==> src/hw/rtl/wavhp_pkg.sv <==
// Package for the RIFF/WAVE PCM header parser: chunk identifiers, status and
// sample format codes, the result record type and byte insertion helpers.
// No dependencies.
package wavhp_pkg;

    // Chunk identifiers as they assemble from little-endian bytes.
    localparam logic [31:0] ID_RIFF = 32'h4646_4952;
    localparam logic [31:0] ID_WAVE = 32'h4556_4157;
    localparam logic [31:0] ID_FMT  = 32'h2074_6d66;
    localparam logic [31:0] ID_DATA = 32'h6174_6164;

    // Data lengths at or above this limit run until end of file.
    localparam logic [31:0] LEN_LIMIT = 32'h7fff_fffe;
    localparam logic [30:0] LEN_SAT   = 31'h7fff_fffd;

    // Status codes.
    localparam logic [3:0] ST_PARSING   = 4'd0;
    localparam logic [3:0] ST_HDR_DONE  = 4'd1;
    localparam logic [3:0] ST_PAYLOAD   = 4'd2;
    localparam logic [3:0] ST_NOT_WAVE  = 4'd3;
    localparam logic [3:0] ST_FMT_SHORT = 4'd4;
    localparam logic [3:0] ST_NOT_PCM   = 4'd5;
    localparam logic [3:0] ST_NO_CHAN   = 4'd6;
    localparam logic [3:0] ST_BAD_24BIT = 4'd7;
    localparam logic [3:0] ST_BAD_BITS  = 4'd8;
    localparam logic [3:0] ST_TRUNCATED = 4'd9;

    // Sample format codes.
    localparam logic [2:0] FMT_NONE    = 3'd0;
    localparam logic [2:0] FMT_U8      = 3'd1;
    localparam logic [2:0] FMT_S16LE   = 3'd2;
    localparam logic [2:0] FMT_S24_P3  = 3'd3;
    localparam logic [2:0] FMT_S24_IN4 = 3'd4;
    localparam logic [2:0] FMT_S32LE   = 3'd5;

    localparam logic [15:0] TAG_PCM = 16'd1;

    // One result item as it leaves the block.
    typedef struct packed {
        logic [3:0]  status;
        logic [2:0]  sample_format;
        logic [15:0] channel_count;
        logic [31:0] rate_hz;
        logic [30:0] data_length;
        logic [7:0]  payload_byte;
        logic        payload_last;
    } result_t;

    // Replace byte number pos of a 32-bit word.
    function automatic logic [31:0] put_byte32(input logic [31:0] word,
                                               input logic [1:0] pos,
                                               input logic [7:0] b);
        logic [31:0] w;
        begin
            w = word;
            w[pos*8 +: 8] = b;
            return w;
        end
    endfunction

    // Replace byte number pos of a 16-bit word.
    function automatic logic [15:0] put_byte16(input logic [15:0] word,
                                               input logic pos,
                                               input logic [7:0] b);
        logic [15:0] w;
        begin
            w = word;
            w[pos*8 +: 8] = b;
            return w;
        end
    endfunction

endpackage

==> src/hw/rtl/wav_header_parser_unit.sv <==
// Top level of the RIFF/WAVE PCM header parser: byte-wide parser state
// machine with a two-entry output stage. Depends on wavhp_pkg.
//
// Usage: the block takes a WAV file one byte per input transfer (in_byte,
// with end_of_file set on the final byte) and returns exactly one result
// transfer per input byte. While the header is parsed, status reports
// parsing progress or a sticky error code; once the data chunk header is
// complete, each audio byte comes out with status payload and the final
// one carries payload_last. The sample format, channel count, sample rate
// and data length fields show what the header declared once known.
// Each result is registered before it is presented; throughput is one byte
// per cycle while in_ready is high. The whole per-byte update (byte capture,
// chunk id and length compares, fmt judgement) is one combinational step
// between the parser state registers and the output register.
// Stalls: the output register is backed by one skid entry, so a byte is
// still taken while a result waits; in_ready drops only when both are full.
// Reset: all parser state clears, the parser waits for the RIFF magic and
// the output stage empties. Errors and completion stay until reset; every
// later byte just returns the sticky status with no payload.
module wav_header_parser_unit (
    input  logic        clk,
    input  logic        rst_n,
    input  logic        in_valid,
    output logic        in_ready,
    input  logic [7:0]  in_byte,
    input  logic        end_of_file,
    output logic        out_valid,
    input  logic        out_ready,
    output logic [3:0]  status,
    output logic [2:0]  sample_format,
    output logic [15:0] channel_count,
    output logic [31:0] rate_hz,
    output logic [30:0] data_length,
    output logic [7:0]  payload_byte,
    output logic        payload_last
);
    import wavhp_pkg::*;

    // Parser phases.
    localparam logic [3:0] PH_RIFF  = 4'd0;
    localparam logic [3:0] PH_RSIZE = 4'd1;
    localparam logic [3:0] PH_WAVE  = 4'd2;
    localparam logic [3:0] PH_HDR1  = 4'd3;
    localparam logic [3:0] PH_SKIP1 = 4'd4;
    localparam logic [3:0] PH_PAD1  = 4'd5;
    localparam logic [3:0] PH_FMT   = 4'd6;
    localparam logic [3:0] PH_FPAD  = 4'd7;
    localparam logic [3:0] PH_HDR2  = 4'd8;
    localparam logic [3:0] PH_SKIP2 = 4'd9;
    localparam logic [3:0] PH_PAD2  = 4'd10;
    localparam logic [3:0] PH_PAYC  = 4'd11;
    localparam logic [3:0] PH_PAYO  = 4'd12;
    localparam logic [3:0] PH_DONE  = 4'd13;

    logic [3:0]  phase_reg, phase_next;
    logic [31:0] counter_reg, counter_next;
    logic [31:0] chunk_id_reg, chunk_id_next;
    logic [31:0] chunk_len_reg, chunk_len_next;
    logic [15:0] tag_reg, tag_next;
    logic [15:0] chan_reg, chan_next;
    logic [31:0] rate_reg, rate_next;
    logic [15:0] align_reg, align_next;
    logic [15:0] bits_reg, bits_next;
    logic [30:0] left_reg, left_next;
    logic [3:0]  sticky_reg, sticky_next;
    logic [2:0]  fcode_reg, fcode_next;
    logic [30:0] dlen_reg, dlen_next;

    logic        accept;
    logic [31:0] k_inc;
    logic        pay, last;
    result_t     result;

    // Output register plus skid entry.
    result_t     out_reg, skid_reg;
    logic        out_valid_reg, skid_valid_reg;

    // fmt judgement signals.
    logic [18:0] chan3, chan4, chan5, align_ext;
    logic        per3, per4;
    logic [2:0]  judge_code;
    logic [3:0]  judge_err;

    assign accept   = in_valid && in_ready;
    assign in_ready = !skid_valid_reg;
    assign k_inc    = counter_reg + 32'd1;

    // Field capture inside the fmt chunk.
    always_comb
    begin
        tag_next   = tag_reg;
        chan_next  = chan_reg;
        rate_next  = rate_reg;
        align_next = align_reg;
        bits_next  = bits_reg;
        if (phase_reg == PH_FMT)
        begin
            if (counter_reg < 32'd2)
            begin
                tag_next = put_byte16(tag_reg, counter_reg[0], in_byte);
            end
            else if (counter_reg < 32'd4)
            begin
                chan_next = put_byte16(chan_reg, counter_reg[0], in_byte);
            end
            else if (counter_reg < 32'd8)
            begin
                rate_next = put_byte32(rate_reg, counter_reg[1:0], in_byte);
            end
            else if (counter_reg >= 32'd12 && counter_reg < 32'd14)
            begin
                align_next = put_byte16(align_reg, counter_reg[0], in_byte);
            end
            else if (counter_reg >= 32'd14 && counter_reg < 32'd16)
            begin
                bits_next = put_byte16(bits_reg, counter_reg[0], in_byte);
            end
        end
    end

    // For 24-bit samples the bytes per sample are block_align / channels;
    // a quotient of 3 or 4 is found by range compares against 3, 4 and 5
    // times the channel count.
    assign chan3     = {3'b000, chan_next} + {2'b00, chan_next, 1'b0};
    assign chan4     = {1'b0, chan_next, 2'b00};
    assign chan5     = chan4 + {3'b000, chan_next};
    assign align_ext = {3'b000, align_next};
    assign per3      = (align_ext >= chan3) && (align_ext < chan4);
    assign per4      = (align_ext >= chan4) && (align_ext < chan5);

    always_comb
    begin
        judge_code = FMT_NONE;
        judge_err  = ST_PARSING;
        if (tag_next != TAG_PCM)
        begin
            judge_err = ST_NOT_PCM;
        end
        else if (chan_next == 16'd0)
        begin
            judge_err = ST_NO_CHAN;
        end
        else
        begin
            case (bits_next)
                16'd8:  judge_code = FMT_U8;
                16'd16: judge_code = FMT_S16LE;
                16'd24:
                begin
                    if (per3)
                        judge_code = FMT_S24_P3;
                    else if (per4)
                        judge_code = FMT_S24_IN4;
                    else
                        judge_err = ST_BAD_24BIT;
                end
                16'd32: judge_code = FMT_S32LE;
                default: judge_err = ST_BAD_BITS;
            endcase
        end
    end

    // Parser state machine.
    always_comb
    begin
        phase_next     = phase_reg;
        counter_next   = counter_reg;
        chunk_id_next  = chunk_id_reg;
        chunk_len_next = chunk_len_reg;
        left_next      = left_reg;
        sticky_next    = sticky_reg;
        fcode_next     = fcode_reg;
        dlen_next      = dlen_reg;
        pay            = 1'b0;
        last           = 1'b0;

        unique case (phase_reg)
            PH_RIFF, PH_WAVE:
            begin
                chunk_id_next = put_byte32(chunk_id_reg, counter_reg[1:0], in_byte);
                counter_next  = k_inc;
                if (counter_reg >= 32'd3)
                begin
                    if (chunk_id_next != ((phase_reg == PH_RIFF) ? ID_RIFF : ID_WAVE))
                    begin
                        sticky_next = ST_NOT_WAVE;
                        phase_next  = PH_DONE;
                    end
                    else
                    begin
                        phase_next   = (phase_reg == PH_RIFF) ? PH_RSIZE : PH_HDR1;
                        counter_next = 32'd0;
                    end
                end
            end
            PH_RSIZE:
            begin
                counter_next = k_inc;
                if (counter_reg >= 32'd3)
                begin
                    phase_next   = PH_WAVE;
                    counter_next = 32'd0;
                end
            end
            PH_HDR1, PH_HDR2:
            begin
                if (counter_reg < 32'd4)
                    chunk_id_next = put_byte32(chunk_id_reg, counter_reg[1:0], in_byte);
                else
                    chunk_len_next = put_byte32(chunk_len_reg, counter_reg[1:0], in_byte);
                counter_next = k_inc;
                if (counter_reg >= 32'd7)
                begin
                    if (phase_reg == PH_HDR1 && chunk_id_next == ID_FMT)
                    begin
                        if (chunk_len_next < 32'd16)
                        begin
                            sticky_next = ST_FMT_SHORT;
                            phase_next  = PH_DONE;
                        end
                        else
                        begin
                            phase_next   = PH_FMT;
                            counter_next = 32'd0;
                        end
                    end
                    else if (phase_reg == PH_HDR2 && chunk_id_next == ID_DATA)
                    begin
                        sticky_next = ST_HDR_DONE;
                        if (chunk_len_next < LEN_LIMIT)
                        begin
                            dlen_next  = chunk_len_next[30:0];
                            left_next  = chunk_len_next[30:0];
                            phase_next = (chunk_len_next == 32'd0) ? PH_DONE : PH_PAYC;
                        end
                        else
                        begin
                            dlen_next  = LEN_SAT;
                            left_next  = 31'd0;
                            phase_next = PH_PAYO;
                        end
                    end
                    else
                    begin
                        // Skip this chunk; a zero length goes straight to the
                        // next header.
                        counter_next = chunk_len_next;
                        if (chunk_len_next != 32'd0)
                            phase_next = (phase_reg == PH_HDR1) ? PH_SKIP1 : PH_SKIP2;
                        else
                            phase_next = phase_reg;
                    end
                end
            end
            PH_SKIP1, PH_SKIP2:
            begin
                counter_next = counter_reg - 32'd1;
                if (counter_reg == 32'd1)
                begin
                    if (chunk_len_reg[0])
                        phase_next = (phase_reg == PH_SKIP1) ? PH_PAD1 : PH_PAD2;
                    else
                        phase_next = (phase_reg == PH_SKIP1) ? PH_HDR1 : PH_HDR2;
                end
            end
            PH_PAD1:
            begin
                phase_next   = PH_HDR1;
                counter_next = 32'd0;
            end
            PH_PAD2:
            begin
                phase_next   = PH_HDR2;
                counter_next = 32'd0;
            end
            PH_FMT, PH_FPAD:
            begin
                if (phase_reg == PH_FMT)
                    counter_next = k_inc;
                if (phase_reg == PH_FMT && k_inc == chunk_len_reg && chunk_len_reg[0])
                begin
                    phase_next = PH_FPAD;
                end
                else if (phase_reg == PH_FPAD || k_inc == chunk_len_reg)
                begin
                    if (judge_err != ST_PARSING)
                    begin
                        sticky_next = judge_err;
                        phase_next  = PH_DONE;
                    end
                    else
                    begin
                        fcode_next   = judge_code;
                        counter_next = 32'd0;
                        phase_next   = PH_HDR2;
                    end
                end
            end
            PH_PAYC:
            begin
                pay       = 1'b1;
                left_next = left_reg - 31'd1;
                if (left_next == 31'd0 || end_of_file)
                begin
                    last       = 1'b1;
                    phase_next = PH_DONE;
                end
            end
            PH_PAYO:
            begin
                pay = 1'b1;
                if (end_of_file)
                begin
                    last       = 1'b1;
                    phase_next = PH_DONE;
                end
            end
            default:
            begin
                phase_next = PH_DONE;
            end
        endcase

        // End of file closes the stream; inside the header it is truncation.
        if (end_of_file)
        begin
            if (sticky_next == ST_PARSING)
                sticky_next = ST_TRUNCATED;
            phase_next = PH_DONE;
        end
    end

    // Result record for the byte now being accepted.
    always_comb
    begin
        result.status        = pay ? ST_PAYLOAD : sticky_next;
        result.sample_format = fcode_next;
        result.channel_count = (fcode_next != FMT_NONE) ? chan_next : 16'd0;
        result.rate_hz       = (fcode_next != FMT_NONE) ? rate_next : 32'd0;
        result.data_length   = dlen_next;
        result.payload_byte  = pay ? in_byte : 8'd0;
        result.payload_last  = last;
    end

    always_ff @(posedge clk or negedge rst_n)
    begin
        if (!rst_n)
        begin
            phase_reg     <= PH_RIFF;
            counter_reg   <= 32'd0;
            chunk_id_reg  <= 32'd0;
            chunk_len_reg <= 32'd0;
            tag_reg       <= 16'd0;
            chan_reg      <= 16'd0;
            rate_reg      <= 32'd0;
            align_reg     <= 16'd0;
            bits_reg      <= 16'd0;
            left_reg      <= 31'd0;
            sticky_reg    <= ST_PARSING;
            fcode_reg     <= FMT_NONE;
            dlen_reg      <= 31'd0;
        end
        else if (accept)
        begin
            phase_reg     <= phase_next;
            counter_reg   <= counter_next;
            chunk_id_reg  <= chunk_id_next;
            chunk_len_reg <= chunk_len_next;
            tag_reg       <= tag_next;
            chan_reg      <= chan_next;
            rate_reg      <= rate_next;
            align_reg     <= align_next;
            bits_reg      <= bits_next;
            left_reg      <= left_next;
            sticky_reg    <= sticky_next;
            fcode_reg     <= fcode_next;
            dlen_reg      <= dlen_next;
        end
    end

    // Output stage: a new result goes to the output register when it is free
    // or draining, otherwise to the skid entry, which refills the output
    // register on the next transfer.
    always_ff @(posedge clk or negedge rst_n)
    begin
        if (!rst_n)
        begin
            out_valid_reg  <= 1'b0;
            skid_valid_reg <= 1'b0;
        end
        else if (skid_valid_reg)
        begin
            if (out_ready)
            begin
                skid_valid_reg <= 1'b0;
            end
        end
        else if (accept)
        begin
            if (!out_valid_reg || out_ready)
                out_valid_reg <= 1'b1;
            else
                skid_valid_reg <= 1'b1;
        end
        else if (out_ready)
        begin
            out_valid_reg <= 1'b0;
        end
    end

    always_ff @(posedge clk)
    begin
        if (skid_valid_reg)
        begin
            if (out_ready)
                out_reg <= skid_reg;
        end
        else if (accept)
        begin
            if (!out_valid_reg || out_ready)
                out_reg <= result;
            else
                skid_reg <= result;
        end
    end

    assign out_valid     = out_valid_reg;
    assign status        = out_reg.status;
    assign sample_format = out_reg.sample_format;
    assign channel_count = out_reg.channel_count;
    assign rate_hz       = out_reg.rate_hz;
    assign data_length   = out_reg.data_length;
    assign payload_byte  = out_reg.payload_byte;
    assign payload_last  = out_reg.payload_last;

endmodule

==> config.mk <==
export PLATFORM = sky130hd
export DESIGN_NAME = wav_header_parser_unit
export DESIGN_NICKNAME = d
export VERILOG_FILES = /design/src/hw/rtl/wavhp_pkg.sv /design/src/hw/rtl/wav_header_parser_unit.sv
export SDC_FILE = /design/constraint.sdc
export NUM_CORES = 1
export LEC_CHECK = 0
export BUFFER_PORTS_ARGS = -buffer_cell sky130_fd_sc_hd__buf_2
export CAP_MARGIN = 20
export CORE_ASPECT_RATIO = 1.2
export CORE_UTILIZATION = 35
export DETAILED_ROUTE_END_ITERATION = 7
export SLEW_MARGIN = 25
export SYNTH_ARGS = -nofsm -noshare
export SYNTH_HDL_FRONTEND = slang
export SYNTH_SLANG_ARGS = --single-unit
==> constraint.sdc <==
create_clock -name clk -period 8.83 [get_ports clk]
set_input_delay 1.766 -clock clk [delete_from_list [all_inputs] [get_ports clk]]
set_output_delay 1.766 -clock clk [all_outputs]
set_load 0.01 [all_outputs]
==> results.toml <==
[run_status]
status = "complete, no violations"

[die]
die_w_um = 263
io_pins = 110
initial_core_util_pct = 35.5
rows = 114
die_area_sq_um = 83000
die_h_um = 315
core_area_sq_um = 80700

[synth]
yosys.area_share.simple_pct = 22.0
synth_area_sq_um = 28600
synth_compound_area_share_pct = 19.2
synth_seq_area_share_pct = 43.2
post-synth-top-count-cell = "nor2_1"
ys_seq_elements = 457
synth_flop_cell = "dfrtp_1"
synth_area_leaders = "dfrtp_1 (23%), edfxtp_1 (20%), o21ai_0 (5.6%)"
synth_edf_count = 190
synth_top_family_by_area = "simple AND/OR/NAND/NOR gates"
synth-adder-area-share_pct = 4.20
synth_xor_area_share_pct = 3.05
yosys_warnings = 0
synth_common_cells = "nor2_1 (402), nand2_1 (388), o21ai_0 (320)"
yosys.area.top_type = "dfrtp_1"
avgSynthCellArea_sq_um = 8.79
synthMuxAreaShare_pct = 4.06
ys_types = 100
async_flop_share_pct = 58.4
synth_nets = 3367
synth_top_cell_area_share_pct = 23.3
netlist_instances = 3259

[worst_setup_path]
crit_top_cell = "a21oi_1"
crit_slowest_cell = "nor4_1"
path_class = "reg -> reg"
crit_required_ns = 9.21
critical_path.startpoint_type = "flop"
critPathTopFamily = "simple AND/OR/NAND/NOR gates"
end_kind = "flop"
crit_arrival_ns = 8.48
cp.buffers_inverters = 2
worstPathMaxFanout = 48
max_stage_delay_ns = 0.59

[grt]
grt_pass1_wl_um = 151000
grt_max_degree = 147
grt_usage_pct = 23.5
grt_pass1_vias = 24654
overflow = 0
antenna_found_initial = 3

[detailed_routing]
post_drt_wl_per_cell_um = 22.5
antenna_left = 0
vias = 25813
drc = 0
dr.pass1.iters = 6
routed_wl_um = 99300
drt-initial-drc-count = 2721
routed_via_density = 5.85

[sta]
finalWorstPathRequiredPeriod_ns = 8.10
fin_setup_tns_ns = 0
hold_violations = 0
tightest_slew_ns = 1.11
setup_viol = 0
finalCritPeriodShare_pct = 91.7
clock_skew_ns = 0.0823
relSlewSlack_pct = 26.0
fmax_ghz = 0.124
rsz0062_at_grt = "no"
finalMaxSlewViolations = 0
layout_setup_ws_ns = 0.735

[place]
numPortBuffers = 109
post-place-cells = 4312
dpl.hpwl_um = 70400
gp_congestion = 0.991
pre_cts_slack_ns = 0.855

[finish]
drive_gt1_share_pct = 13.3
syn2layout_area_growth_pct = 13.2
fin_cells = 4413
nets = 3433
largest_reg_flops = 95
n_antenna_cell = 0

[pwr]
p_sw_mw = 3.77
power.leakage_nw = 13.0
power_density_nw_per_um2 = 269
pwr-share-comb_pct = 39.1
internal_power_mw = 4.97
p_sw_share_pct = 43.1
vdd_drop_max_mv = 0.178
p_seq_share_pct = 34.8
clkPwrFrac_pct = 26.0

[clocking]
clock-root-buffer = "clkbuf_16"
clk_pin_slew_ns = 0.06
insertion_delay_ns = 0.66
cts.sinks = 457
cts_resized = 0
tritoncts = "built"
cts_made_buffers = 52
cts_buffer_depth = 3
h-tree-depth = 2

[hold_path]
holdCritPathClass = "reg -> reg"

[run]
drv_cap = 0
cells by family (layout without fill, tap and decap cells):
logic type / Yosys count / after routing
AO/OA/AOI/OAI: 900 / 900
XOR/XNOR: 98 / 98
adder cells (fa/ha/maj): 95 / 95
buffers and inverters: 305 / 415
flip-flops: 457 / 457
multiplexers: 107 / 107
AND/OR/NAND/NOR: 1297 / 1297
worst min-delay path: cells and delay by family (launching register included):
family	cells	cell delay [ns]
flops	1	0.33
compound gates	1	0.06
simple gates	1	0.04
final cells by class:
class | instances | area (sq um)
Clock buffer | 73 | 1520
Clock inverter | 25 | 280
Fill cell | 8149 | 48300
Inverter | 97 | 364
Multi-Input combinational cell | 2497 | 15200
Sequential cell | 457 | 12400
Tap cell | 1044 | 1310
Timing Repair Buffer | 220 | 1430
stage by stage:
| stage | area, sq um | util, % | total power, mW | hold WS (ns) |
|---|---|---|---|---|
| 2_1_floorplan | 28600 | - | 5.06 | 0.440 |
| 3_3_place_gp | 30600 | 37.9 | 6.36 | 0.454 |
| 3_5_place_dp | 30600 | 37.9 | 6.38 | 0.459 |
| 4_1_cts | 32400 | 40.1 | 8.67 | 0.473 |
| 5_1_grt | 32400 | 40.2 | 9.12 | 0.499 |
| 6_report | 32400 | 40.2 | 8.74 | 0.471 |
power by group through the flow:
stage / Sequential, mW / Combinational [mW] / Clock, mW
6_report: 3.04 / 3.42 / 2.27
5_1_grt: 3.08 / 3.64 / 2.40
4_1_cts: 3.02 / 3.33 / 2.32
3_5_place_dp: 3.06 / 3.32 / 0
3_3_place_gp: 3.06 / 3.30 / 0
2_1_floorplan: 2.81 / 2.25 / 0
timing repair:
action                                  4_1_cts  5_1_grt
hold endpoints to repair                      0        0
buffers inserted                              0        3
hold buffers                                  0        0
endpoints found under the setup margin        0       48
path summary, 6_finish.rpt:
check,slack [ns],endpoint,start,cells after the start
max in group asynchronous,6.41,counter_reg[5],rst_n,2
min in group asynchronous,1.08,dlen_reg[9],rst_n,1
worst max-delay path,0.73,rate_hz[4],counter_reg[24],29
worst min register to register,0.47,chunk_id_reg[14],chunk_id_reg[14],2
worst min-delay path,0.47,chunk_id_reg[14],chunk_id_reg[14],2
worst max register to register,0.73,rate_hz[4],counter_reg[24],29
routing by layer:
metal / up-vias / track usage (%) / routed length, um / part of all wire (%)
li1: 12024 / - / - / -
met1: 12428 / 30.1 / 40500 / 41
met2: 1096 / 38.6 / 46200 / 47
met3: 265 / 3.26 / 6930 / 7.0
met4: 0 / 12.6 / 5620 / 5.7
met5: - / 0 / 0 / 0
cells in the final DEF, fill, tap and decap left out, types with 27 or more instances in the layout:
cell type | netlist | final
xor2_1 | 38 | 38
dfrtp_1 | 267 | 266
ha_1 | 93 | 93
mux2i_1 | 36 | 36
a21oi_1 | 274 | 274
nor3_1 | 65 | 64
edfxtp_1 | 190 | 190
mux2_2 | 70 | 70
o21ai_0 | 320 | 319
clkbuf_16 | 0 | 56
nand4_1 | 46 | 46
nand2b_1 | 27 | 27
nand3_1 | 102 | 102
buf_4 | 6 | 108
o22ai_1 | 27 | 27
inv_1 | 95 | 95
xnor2_1 | 59 | 59
buf_2 | 28 | 108
nor2_1 | 402 | 400
nand2_1 | 388 | 387
nor4_1 | 55 | 48
(Power assumes the default switching activity.)
